**config.mk**
```make
export PLATFORM = sky130hd
export DESIGN_NAME = jbs_queue
export DESIGN_NICKNAME = d
export VERILOG_FILES = /design/src/rtl/jbs_pkg.sv /design/src/rtl/jbs_queue.sv
export SDC_FILE = /design/constraint.sdc
export NUM_CORES = 1
export LEC_CHECK = 0
export ABC_AREA = 1
export BUFFER_PORTS_ARGS = -buffer_cell sky130_fd_sc_hd__clkbuf_2
export CORE_MARGIN = 4
export CORE_UTILIZATION = 40
export CTS_CLUSTER_SIZE = 10
export DETAILED_ROUTE_END_ITERATION = 10
export PLACE_DENSITY_LB_ADDON = 0.3
export SYNTH_ARGS = -nofsm -noshare
export SYNTH_HDL_FRONTEND = slang
export SYNTH_SLANG_ARGS = --single-unit
export TNS_END_PERCENT = 20
```
**constraint.sdc**
```tcl
create_clock -name clk -period 1.8 [get_ports clk]
set_input_delay 0.09 -clock clk [delete_from_list [all_inputs] [get_ports clk]]
set_output_delay 0.09 -clock clk [all_outputs]
set_load 0.05 [all_outputs]
```
**src/rtl/jbs_pkg.sv**
```systemverilog
`timescale 1ns / 1ps
// Shared types and constants of the blockiness statistics block.
// No dependencies.
package jbs_pkg;

	localparam int CFG_W = 13;
	localparam int REG_IDX_W = 1;
	localparam logic [REG_IDX_W-1:0] REG_FRAME_WIDTH = 1'd0;
	localparam logic [REG_IDX_W-1:0] REG_FRAME_HEIGHT = 1'd1;

	localparam logic [CFG_W-1:0] WIDTH_RESET = 13'd1024;
	localparam logic [CFG_W-1:0] HEIGHT_RESET = 13'd768;
	localparam logic [CFG_W-1:0] MIN_SIZE = 13'd2;
	localparam logic [CFG_W-1:0] MAX_HEIGHT = 13'd4096;
	localparam int ROW_W = 12;

	localparam int PIX_W = 8;
	localparam int DIFF_W = 9;

	localparam int BSUM_W = 29;
	localparam int ASUM_W = 32;
	localparam int ZCNT_W = 24;

	localparam int QUEUE_DEPTH = 4;
	localparam int QPTR_W = $clog2(QUEUE_DEPTH);
	localparam int QCNT_W = $clog2(QUEUE_DEPTH + 1);

	// one classified pixel as handed from front to back
	typedef struct packed {
		logic [PIX_W-1:0] h_abs;
		logic [PIX_W-1:0] v_abs;
		logic             h_bnd;
		logic             v_bnd;
		logic             h_cross;
		logic             v_cross;
		logic             last;
	} jbs_item_t;

	typedef struct packed {
		logic              valid;
		logic [QCNT_W-1:0] count;
	} jbs_qstat_t;

endpackage

```
**src/rtl/jbs_queue.sv**
```systemverilog
`timescale 1ns / 1ps
// Short FIFO of classified words between front and back.
// Uses jbs_pkg.
module jbs_queue
	import jbs_pkg::*;
(
	input  logic       clk,
	input  logic       arst_n,
	input  logic       push,
	input  jbs_item_t  push_item,
	input  logic       pop,
	output jbs_qstat_t qstat,
	output jbs_item_t  head
);

	jbs_item_t         mem_q [QUEUE_DEPTH];
	logic [QPTR_W-1:0] wr_ptr_q, rd_ptr_q;
	logic [QCNT_W-1:0] count_q;

	function automatic logic [QPTR_W-1:0] ptr_inc(input logic [QPTR_W-1:0] p);
		return (p == QPTR_W'(QUEUE_DEPTH - 1)) ? '0 : p + QPTR_W'(1);
	endfunction

	always_ff @(posedge clk) begin
		if (push) begin
			mem_q[wr_ptr_q] <= push_item;
		end
	end

	always_ff @(posedge clk or negedge arst_n) begin
		if (!arst_n) begin
			wr_ptr_q <= '0;
			rd_ptr_q <= '0;
			count_q <= '0;
		end else begin
			if (push) wr_ptr_q <= ptr_inc(wr_ptr_q);
			if (pop) rd_ptr_q <= ptr_inc(rd_ptr_q);
			unique case ({push, pop})
				2'b10: count_q <= count_q + QCNT_W'(1);
				2'b01: count_q <= count_q - QCNT_W'(1);
				default: ;
			endcase
		end
	end

	assign qstat.valid = count_q != '0;
	assign qstat.count = count_q;
	assign head = mem_q[rd_ptr_q];

endmodule

```
==> impl_summary.md <==
STA
The final sum of negative setup slack is 0 ps. The final count of pins violating max slew is 0. Dividing the final minimum period by the clock period gives 0.955. Setup repair after global routing could not meet its margin everywhere.

Derived from the worst setup path, the maximum achievable clock frequency is 582 MHz. The worst pin sits at a relative slew slack of 0.784. The worst path needs 1720 ps of the cycle, external delays included. The setup skew after layout is 5.50 ps.

The final count of negative-setup-slack endpoints is 0. The number of endpoints with negative hold slack in the final report is 0. The worst-margin pin slew is 324 ps.

Critical path
The critical path launch point type is a flop. The logic depth of the worst register-to-register path is 5. The worst setup path is captured at a primary output. The type of the setup path with the least slack is reg2out.

The largest fanout of any net on the critical path is 17. The startpoint identified for the worst register-to-register timing path is wr_ptr_q[0]. For the worst setup path, the data required time is 1710 ps. The most critical setup path has its startpoint at rd_ptr_q[0]. At the worst endpoint, the arrival time is 1630 ps. The capturing point of the worst reg2reg path is mem_q[0][4]. The endpoint of the most critical setup path is head[9].

The register-to-register path setup slack is 370 ps.

Logic synthesis
The number of synthesis warnings is 0. The sequential share of the synthesized area is 0.691. By area the synthesized netlist is led by sky130_fd_sc_hd__edfxtp_1 (65%), sky130_fd_sc_hd__o211ai_2 (8.7%), sky130_fd_sc_hd__nand2_1 (7.2%). The cell count after synthesis is 297. The distinct cell type count of the synthesized netlist is 18.

The post-synth design cell area is 3900 um2. In this run, synthesis produced a sequential element count of 91. The top-area cell type share of the netlist area is 0.646. sky130_fd_sc_hd__edfxtp_1 takes more of the synthesized area than any other cell. Dividing the synthesized area by the synthesized cell count gives 13.1 um2. The net count after synthesis is 329.

Routing
For this run, the detailed router's first-pass iteration total came to 4. Summed over all nets, wire length on met2 after detailed routing comes to 3.58 mm. The remaining antenna violation count is 0. The average detailed-routed wire length per instance is 13.5 um.

The highest metal layer used by the detailed router is met4. The overall routed net length is 7.01 mm. In the routed design, unresolved DRC markers number 0. Using the TritonRoute via totals, the vias-per-cell ratio works out to 4.48. Wire segments on met3 add up to 230 um in the final route. For this block, the initial DRC count from the detailed router was 73.

The number of vias after detailed routing is 2,325. The met1 wire length is 3.07 mm.

Clocking
Counting the buffers created by CTS gives 9. The clock insertion delay at the later pin of the skew report is 350 ps. In this run the clock root is driven by a sky130_fd_sc_hd__clkbuf_8.

Clock tree synthesis found a total of 91 sinks. After clock tree synthesis, the clock-pin slew on the worst setup and hold paths is 90 ps. The total number of H-tree levels is 3.

The CTS tree is yes. The longest clock path from root to sink contains 2 buffers.

Place
After detailed placement, the design holds a cell count of 474. Once placement finished, the instance area stood at 4360 um2. The post-DP HPWL is 4.69 mm.

Routability-driven placement finished with a final weighted congestion of 0.767. The count of buffers added on input and output ports is 49.

Hold path
The tightest min-delay check is of the in2reg type. In this run the most critical hold path is launched from push. The worst hold path depth is 2.

Run status
The run finished with clean final reports.

Global route
After global routing the overflow that remains totals 0. The via count of the first global-routing pass is 2,321. The pin count of the biggest net entering global routing is 35.

The first global-routing pass estimated 11.7 mm of wire. In the global route stage, overall resource usage came out at 0.133. The initial antenna violation count is 0.

Pwr
The largest vdd supply drop is 661 uV. The static power due to leakage is 2.09 nW. The power density of the placed cells is 1670 nW/um2.

Die
The die span in x is 107 um. The total number of placement rows is 35. The overall die height is 107 um. Pin placement for this block handled 50 I/O pins. The floorplan step defined a die boundary enclosing 11,400 um2. The initial utilization of the core area, before any placement, comes to 0.417. The floorplan step defined a core boundary enclosing 9370 um2.

Layout
The count of filler cells inserted in the layout is 824. The final layout contains 417 nets. With fillers left out, the area of the finished cells amounts to 4890 um2. The antenna cell count is 0. Leaving out fill and tap cells, the most frequent cells in the layout are sky130_fd_sc_hd__edfxtp_1 (84), sky130_fd_sc_hd__nand2_1 (75), sky130_fd_sc_hd__inv_1 (55), sky130_fd_sc_hd__clkbuf_2 (34), sky130_fd_sc_hd__o211ai_2 (27).

After the flow finishes, the layout carries non-filler instances totaling 519. Compared with the post-synthesis result, the final layout area differs by 25.3%. The area of the multi-input gates is 886 um2. The area used by sequential logic in the layout is 2700 um2.

The share of layout cells above drive strength 1 is 0.290. The commonest non-fill, non-tap cell in the layout is sky130_fd_sc_hd__edfxtp_1. The utilization after layout is 0.522.

Run
The tool flagged a number of max-cap violations equal to 0.
## power breakdown
group	switching, W	internal, W	leakage [nW]
logic	0.00269	0.00119	1.14
registers	0.000153	0.00276	0.856
clock network	0.000719	0.000648	0.0958
## area by class of cell
cell class	count	area share
well taps	129	0.0330
clock buffers	9	0.0253
clock inverters	7	0.0156
multi-input cells	135	0.181
inverters	57	0.0447
repair buffers	91	0.149
flip-flops and latches	91	0.551
## timing repair
| item | 4_1_cts | 5_1_grt |
|---|---|---|
| hold endpoints to repair | 93 | 0 |
| gates cloned | 0 | 1 |
| setup endpoints to repair | 18 | 19 |
| hold buffers | 23 | 0 |
| setup buffers | 0 | 5 |
| gates resized for setup | 1 | 31 |
## worst min-delay path by stage
stage,endpoint,slack (ps)
after floorplan,count_q[0],-210
after global placement,count_q[2],-50
after detailed placement,count_q[0],-50
after CTS,wr_ptr_q[0],20
after global routing,wr_ptr_q[0],40
final,wr_ptr_q[0],30
## logic make-up (layout without fill, tap and decap cells)
logic type               Yosys count  after routing  share of synthesized area
AND/OR/NAND/NOR                   79             79                     0.0772
flip-flops                        91             91                      0.691
adder cells (fa/ha/maj)            7              7                     0.0244
XOR/XNOR                           1              1                    0.00224
buffers and inverters             71            164                     0.0823
AO/OA/AOI/OAI                     48             48                      0.123
## flip-flops by register name (all words and copies together) (netlist names)
signal / count
mem_q: 84
rd_ptr_q: 2
wr_ptr_q: 2
count_q: 3
## synth_stat cells
library cell / instances
sky130_fd_sc_hd__o21ai_0: 2
sky130_fd_sc_hd__nor2_1: 1
sky130_fd_sc_hd__o211ai_2: 27
sky130_fd_sc_hd__xnor2_1: 1
sky130_fd_sc_hd__fa_1: 1
sky130_fd_sc_hd__edfxtp_1: 84
sky130_fd_sc_hd__nand2_1: 75
sky130_fd_sc_hd__buf_2: 8
sky130_fd_sc_hd__nand4_1: 1
sky130_fd_sc_hd__o211ai_1: 15
sky130_fd_sc_hd__a21oi_1: 1
sky130_fd_sc_hd__nand3_1: 2
sky130_fd_sc_hd__dfrtp_1: 7
sky130_fd_sc_hd__o21ai_1: 3
sky130_fd_sc_hd__inv_2: 2
sky130_fd_sc_hd__ha_1: 6
sky130_fd_sc_hd__buf_6: 6
sky130_fd_sc_hd__inv_1: 55
## per-stage QoR
stage / total power [W] / worst slack [ps] / hold WS, ps
2_1_floorplan: 0.00574 / 228 / -206
3_3_place_gp: 0.00660 / 351 / -49.8
3_5_place_dp: 0.00666 / 342 / -47.4
4_1_cts: 0.00806 / 12.3 / 17.5
5_1_grt: 0.00869 / -13.4 / 35.3
6_report: 0.00816 / 81.1 / 28.7
## critical path, cell delays in order, from the launching register on
cell	delay, ps
sky130_fd_sc_hd__dfrtp_1	430
sky130_fd_sc_hd__clkinv_4	160
sky130_fd_sc_hd__clkbuf_16	220
sky130_fd_sc_hd__nand2_1	60
sky130_fd_sc_hd__o211ai_1	70
sky130_fd_sc_hd__nand2_1	70
sky130_fd_sc_hd__clkbuf_2	270
## layer usage
layer,vias up,track usage
li1,1195,-
met1,1083,0.163
met2,34,0.230
met3,13,0.0331
met4,0,0.0466
met5,-,0
Power figures use the tool's default switching activity.
