$ cat src/rtl/jbs_pkg.sv
`timescale 1ns / 1ps
// Shared types and constants of the blockiness statistics block.
// No dependencies.
package jbs_pkg;

	localparam int CFG_W = 13;
	localparam int REG_IDX_W = 1;
	localparam logic [REG_IDX_W-1:0] REG_FRAME_WIDTH = 1'd0;
	localparam logic [REG_IDX_W-1:0] REG_FRAME_HEIGHT = 1'd1;

	localparam logic [CFG_W-1:0] WIDTH_RESET = 13'd1024;
	localparam logic [CFG_W-1:0] HEIGHT_RESET = 13'd768;
	localparam logic [CFG_W-1:0] MIN_SIZE = 13'd2;
	localparam logic [CFG_W-1:0] MAX_HEIGHT = 13'd4096;
	localparam int ROW_W = 12;

	localparam int PIX_W = 8;
	localparam int DIFF_W = 9;

	localparam int BSUM_W = 29;
	localparam int ASUM_W = 32;
	localparam int ZCNT_W = 24;

	localparam int QUEUE_DEPTH = 4;
	localparam int QPTR_W = $clog2(QUEUE_DEPTH);
	localparam int QCNT_W = $clog2(QUEUE_DEPTH + 1);

	// one classified pixel as handed from front to back
	typedef struct packed {
		logic [PIX_W-1:0] h_abs;
		logic [PIX_W-1:0] v_abs;
		logic             h_bnd;
		logic             v_bnd;
		logic             h_cross;
		logic             v_cross;
		logic             last;
	} jbs_item_t;

	typedef struct packed {
		logic              valid;
		logic [QCNT_W-1:0] count;
	} jbs_qstat_t;

endpackage

$ cat src/rtl/jbs_back.sv
`timescale 1ns / 1ps
// Back end: saturating accumulators and the result register.
// Uses jbs_pkg.
module jbs_back
	import jbs_pkg::*;
(
	input  logic              clk,
	input  logic              arst_n,
	input  jbs_qstat_t        qstat,
	input  jbs_item_t         head,
	output logic              pop,
	output logic              out_valid,
	input  logic              out_ready,
	output logic [BSUM_W-1:0] h_boundary_sum,
	output logic [BSUM_W-1:0] v_boundary_sum,
	output logic [ASUM_W-1:0] h_activity_sum,
	output logic [ASUM_W-1:0] v_activity_sum,
	output logic [ZCNT_W-1:0] h_crossing_count,
	output logic [ZCNT_W-1:0] v_crossing_count
);

	logic [BSUM_W-1:0] bh_q, bv_q, bh_nx, bv_nx;
	logic [ASUM_W-1:0] ah_q, av_q, ah_nx, av_nx;
	logic [ZCNT_W-1:0] zh_q, zv_q, zh_nx, zv_nx;
	logic [BSUM_W:0]   bh_sum, bv_sum;
	logic [ASUM_W:0]   ah_sum, av_sum;
	logic [ZCNT_W:0]   zh_sum, zv_sum;
	logic              out_valid_q, load;

	assign bh_sum = {1'b0, bh_q} + (BSUM_W + 1)'(head.h_bnd ? head.h_abs : '0);
	assign bv_sum = {1'b0, bv_q} + (BSUM_W + 1)'(head.v_bnd ? head.v_abs : '0);
	assign ah_sum = {1'b0, ah_q} + (ASUM_W + 1)'(head.h_abs);
	assign av_sum = {1'b0, av_q} + (ASUM_W + 1)'(head.v_abs);
	assign zh_sum = {1'b0, zh_q} + (ZCNT_W + 1)'(head.h_cross);
	assign zv_sum = {1'b0, zv_q} + (ZCNT_W + 1)'(head.v_cross);

	// saturate at the top of each field
	assign bh_nx = bh_sum[BSUM_W] ? '1 : bh_sum[BSUM_W-1:0];
	assign bv_nx = bv_sum[BSUM_W] ? '1 : bv_sum[BSUM_W-1:0];
	assign ah_nx = ah_sum[ASUM_W] ? '1 : ah_sum[ASUM_W-1:0];
	assign av_nx = av_sum[ASUM_W] ? '1 : av_sum[ASUM_W-1:0];
	assign zh_nx = zh_sum[ZCNT_W] ? '1 : zh_sum[ZCNT_W-1:0];
	assign zv_nx = zv_sum[ZCNT_W] ? '1 : zv_sum[ZCNT_W-1:0];

	// a frame-end word waits only while the result register is full and out_ready is low
	assign pop = qstat.valid && (!head.last || !out_valid_q || out_ready);
	assign load = pop && head.last;

	always_ff @(posedge clk or negedge arst_n) begin
		if (!arst_n) begin
			bh_q <= '0;
			bv_q <= '0;
			ah_q <= '0;
			av_q <= '0;
			zh_q <= '0;
			zv_q <= '0;
		end else if (pop) begin
			if (head.last) begin
				bh_q <= '0;
				bv_q <= '0;
				ah_q <= '0;
				av_q <= '0;
				zh_q <= '0;
				zv_q <= '0;
			end else begin
				bh_q <= bh_nx;
				bv_q <= bv_nx;
				ah_q <= ah_nx;
				av_q <= av_nx;
				zh_q <= zh_nx;
				zv_q <= zv_nx;
			end
		end
	end

	always_ff @(posedge clk or negedge arst_n) begin
		if (!arst_n) begin
			out_valid_q <= 1'b0;
		end else if (load) begin
			out_valid_q <= 1'b1;
		end else if (out_ready) begin
			out_valid_q <= 1'b0;
		end
	end

	always_ff @(posedge clk) begin
		if (load) begin
			h_boundary_sum <= bh_nx;
			v_boundary_sum <= bv_nx;
			h_activity_sum <= ah_nx;
			v_activity_sum <= av_nx;
			h_crossing_count <= zh_nx;
			v_crossing_count <= zv_nx;
		end
	end

	assign out_valid = out_valid_q;

endmodule

$ cat config.mk
export PLATFORM = sky130hd
export DESIGN_NAME = jbs_back
export DESIGN_NICKNAME = d
export VERILOG_FILES = /design/src/rtl/jbs_pkg.sv /design/src/rtl/jbs_back.sv
export SDC_FILE = /design/constraint.sdc
export NUM_CORES = 1
export LEC_CHECK = 0
export BUFFER_PORTS_ARGS = -buffer_cell sky130_fd_sc_hd__buf_4
export CELL_PAD_IN_SITES_DETAIL_PLACEMENT = 0
export CELL_PAD_IN_SITES_GLOBAL_PLACEMENT = 1
export CORE_MARGIN = 5
export CORE_UTILIZATION = 50
export CTS_CLUSTER_DIAMETER = 120
export DETAILED_ROUTE_END_ITERATION = 6
export PLACE_DENSITY = 0.86
export SLEW_MARGIN = 20
export SYNTH_ARGS = -nofsm -noshare
export SYNTH_HDL_FRONTEND = slang
export SYNTH_SLANG_ARGS = --single-unit
export TNS_END_PERCENT = 10
$ cat constraint.sdc
create_clock -name clk -period 9.8 [get_ports clk]
set_input_delay 0.49 -clock clk [delete_from_list [all_inputs] [get_ports clk]]
set_output_delay 0.49 -clock clk [all_outputs]
set_load 0.01 [all_outputs]
==> summary.md <==
Measured against the total synthesized area, the mux share comes to 0.4733%. Counting flops and latches in the post-synthesis netlist gives 341. After synthesis, the largest family of logic cells by area is compound AO/OA/AOI/OAI gates. The share of synthesized registers carrying an async set or reset is 50.15%, and the worst path arrival time is 3.83 ns. In this run the cell area of the synthesized design comes to 18,240 sq um. After floorplanning, the core was sized to cover 36,350 sq um.

The run gives 0 as the post-CTS repair timing setup buffer count. The number of pins with negative max-slew slack in the final report came out at 0. For this run, the register share of the synthesized area comes to 51.45%.

The clock passes through at most 3 buffers. The run gives 0 as the count of antenna diodes in the layout. The run gives 0 as the count of final setup violators. The design draws 3.778 mW. For this configuration, the core starts out at a cell density of 50.18%. For this run, the slowest stage of the critical path takes 0.76 ns. Synthesis produced a netlist with a net count of 1,872. The adder and majority gate portion of the synthesized area works out to 2.909%.

Setup repair after global routing left no endpoint under its margin. The pin slew with the least headroom to its limit was 0.9877 ns; the number of warnings reported in the yosys synthesis log was 0. The number of sinks driven by the clock tree is 341. The cell sitting at the root of the clock tree is a sky130_fd_sc_hd__clkbuf_16. The run gives 1 as the quantity of hold-fixing buffers added after cts. Clock-pin slew reported for the worst setup and hold paths after clock tree synthesis: 0.06 ns. The number of hold-slack violations in the final timing report was 0; the total power density per cell area was 177.4 nW/um^2. The run gives 34.15% as the tightest slew margin relative to the limit. The run finished with clean final reports. After layout, the worst path uses 35.40% of the clock period. TritonCTS built the clock tree. Before CTS, the worst setup slack after placement is 5.719 ns.

The wire length of the first global-routing pass came out at 77.49 mm. The first routing iteration left 1,150 violations. The row count is 70, and the height of the die is 201.0 microns. The number of different library cells used by synthesis comes to 81.

The detail-routed via count per cell is 6.040, and the first-pass iteration count of the detailed router is 5. The area growth from synthesis to layout is 16.74%. Synthesis produced 1,804 cells.

The number of global-route vias before repair was 14,470. Most used cell along the critical path: sky130_fd_sc_hd__buf_4. On the critical path, the stage with the largest delay is an instance of sky130_fd_sc_hd__buf_4. The wire length per cell works out to 19.61 microns.

The critical path class was input port to flip-flop. Derived from the worst setup path, the maximum achievable clock frequency is 288.3 MHz. The number of input and output port buffers inserted was 196. For the via count, the log shows 14,740.

Routability-driven placement finished with a final weighted congestion of 0.8603. The tools report the leakage component of the power as 8.918 nW. STA classifies the critical path endpoint as a flip-flop. The synthesized design contains 170 enable-type register cells. Post-CTS repair changed the size of 0 cells. For this run, design rule violations remaining after detail routing come to 0. The average cell area after synthesis was 10.11 sq um; the post-layout net count was 2,010. For the worst setup path, the data required time is 10.16 ns.

The tools report the kind of start point of the critical path as an input port. The run gives 6.331 ns as the worst path setup slack after routing. Walking the worst path, the cells encountered are buf_4, nand3_1, buf_4, inv_8, buf_4, nor2_1, o21ai_0, a41oi_1. Entering global routing, the biggest net connects 135 pins. For this block, the routed nets add up to 47.84 mm of wire.

Post-synthesis compound-gate area fraction: 19.75%. In this run the worst path has a maximum fanout of 134. Across the run, the number of max-cap violations was 0.

After Yosys synthesis, and, or, nand and nor cells account for 16.85% of the synthesized area. Detailed placement finished with a half-perimeter wire length of 31.11 mm. The maximum clock skew at final layout is 0.01397 ns. The logs give 40,400 sq um for the area enclosed by the die boundary and 0 for the post-detailed-route count of antenna-violating nets. The run gives 0.3271 ns as the final-layout worst hold slack.

The worst-case IR drop observed on VDD is 0.0001423 V. The leading register cell type out of synthesis was sky130_fd_sc_hd__dfrtp_1. The run gives 39 as the TritonCTS buffer count. The run gives 0 as the number of antenna violations at the first check in global routing. Summed over all failing endpoints, the final setup total negative slack is 0 ns. Summing the areas of all xor and xnor instances in the mapped netlist gives 5.138% of the synthesized area. The die is 201.0 microns wide.

The clock period minus worst slack was 3.469 ns; the proportion of layout cells with a drive suffix above 1 was 15.42%. The later pin in the worst-skew pair is clocked with a latency of 0.53 ns. The logs give 2,368 for the post-placement cell count and 0 for the global-route congestion overflow total.

Path type of the worst min-delay path: input port to flip-flop. For this design the top-level I/O count stands at 200. The number of H-tree branching levels came out at 2. For the final standard cell count with taps included and fillers excluded, the log shows 2,440. Global routing consumed, over all layers together, 23.05% of the routing resources.
stage by stage:
step / area (sq um) / util, %
after global placement: 19990 / 55.00
after detailed placement: 19990 / 55.00
final: 21290 / 58.58
after floorplan: 18240 / -
after CTS: 21290 / 58.57
after global routing: 21290 / 58.58
flip-flops by register name, summed over array words and instances, names as in the netlist:
register	flops
ah_q	32
av_q	32
bh_q	29
bv_q	29
h_activity_sum	32
h_boundary_sum	29
h_crossing_count	24
out_valid	1
v_activity_sum	32
v_boundary_sum	29
v_crossing_count	24
zh_q	24
zv_q	24
path summary, 6_finish.rpt:
path	start	endpoint	slack (ns)	cells after the start
worst max-delay path	head[0]	bh_q[24]	6.33	8
worst min-delay path	qstat[3]	bv_q[25]	0.33	3
worst max register to register	out_valid	bh_q[24]	6.38	8
worst min register to register	av_q[3]	av_q[3]	0.51	1
max in group asynchronous	arst_n	bh_q[5]	8.01	3
min in group asynchronous	arst_n	av_q[19]	0.47	2
power by group:
group	switching, mW	total (mW)	leakage, nW	internal, mW
sequential	0.0571	1.68	3.93	1.62
clock	0.589	1.47	0.618	0.884
combinational	0.380	0.624	4.37	0.244
total	1.03	3.78	8.92	2.75
layout by cell type (no fill, tap or decap), types with 47 or more instances in the layout:
cell type	instances
sky130_fd_sc_hd__buf_4	209
sky130_fd_sc_hd__dfrtp_1	171
sky130_fd_sc_hd__a21oi_1	164
sky130_fd_sc_hd__o21ai_0	81
sky130_fd_sc_hd__xnor2_1	76
sky130_fd_sc_hd__nand3_1	79
sky130_fd_sc_hd__nand2_1	204
sky130_fd_sc_hd__edfxtp_1	170
sky130_fd_sc_hd__nor2_1	82
sky130_fd_sc_hd__a31oi_1	47
routing by layer:
| metal | routed length [microns] | vias to the layer above | global-route usage, % |
|---|---|---|---|
| li1 | - | 7020 | - |
| met1 | 21710 | 7234 | 31.88 |
| met2 | 22560 | 397 | 37.80 |
| met3 | 2428 | 87 | 3.764 |
| met4 | 1139 | 0 | 6.785 |
| met5 | 0 | - | 0 |
cell type report:
type / instances / area (sq um)
Inverter: 47 / 186.4
Timing Repair Buffer: 211 / 1590
Multi-Input combinational cell: 1302 / 8257
Clock inverter: 22 / 212.7
Tap cell: 468 / 585.6
Clock buffer: 49 / 1076
Sequential cell: 341 / 9384
Fill cell: 3069 / 15060
worst max-delay path: cells and delay by family:
family	cells	cell delay [ns]
buffers and inverters	4	2.38
AND/OR/NAND/NOR	2	0.72
AO/OA/AOI/OAI	2	0.17
synth_stat cells, drive strengths merged (10+ instances only):
cell type | count | area (sq um)
o21ai | 86 | 430.4
nand2b | 16 | 100.1
edfxtp | 170 | 5105
and3 | 46 | 287.8
a211oi | 28 | 215.2
nand4 | 35 | 240.2
inv | 47 | 176.4
clkbuf | 97 | 365.4
nand3 | 79 | 395.4
and2 | 28 | 175.2
a21o | 19 | 142.6
nor2b | 10 | 62.56
nor2 | 83 | 314.1
a31o | 14 | 122.6
o21a | 15 | 112.6
a41oi | 13 | 113.9
a22o | 45 | 394.1
dfrtp | 171 | 4279
o211ai | 14 | 105.1
xnor2 | 76 | 665.6
buf | 17 | 83.83
ha | 36 | 450.4
nor3 | 46 | 240.2
nand2 | 204 | 765.7
xor2 | 31 | 271.5
a31oi | 47 | 294.0
and4 | 22 | 192.7
nor4 | 10 | 75.07
a21oi | 164 | 820.8
o22a | 16 | 140.1
cell families after synthesis:
family,after synthesis
AOI/OAI and AO/OA,537
xor gates and xnor gates,107
adders and majority gates,40
buffers and inverters,161
DFF,341
muxes,8
and+or+nand+nor,610
Note: power is estimated with default switching activity, not from simulation.
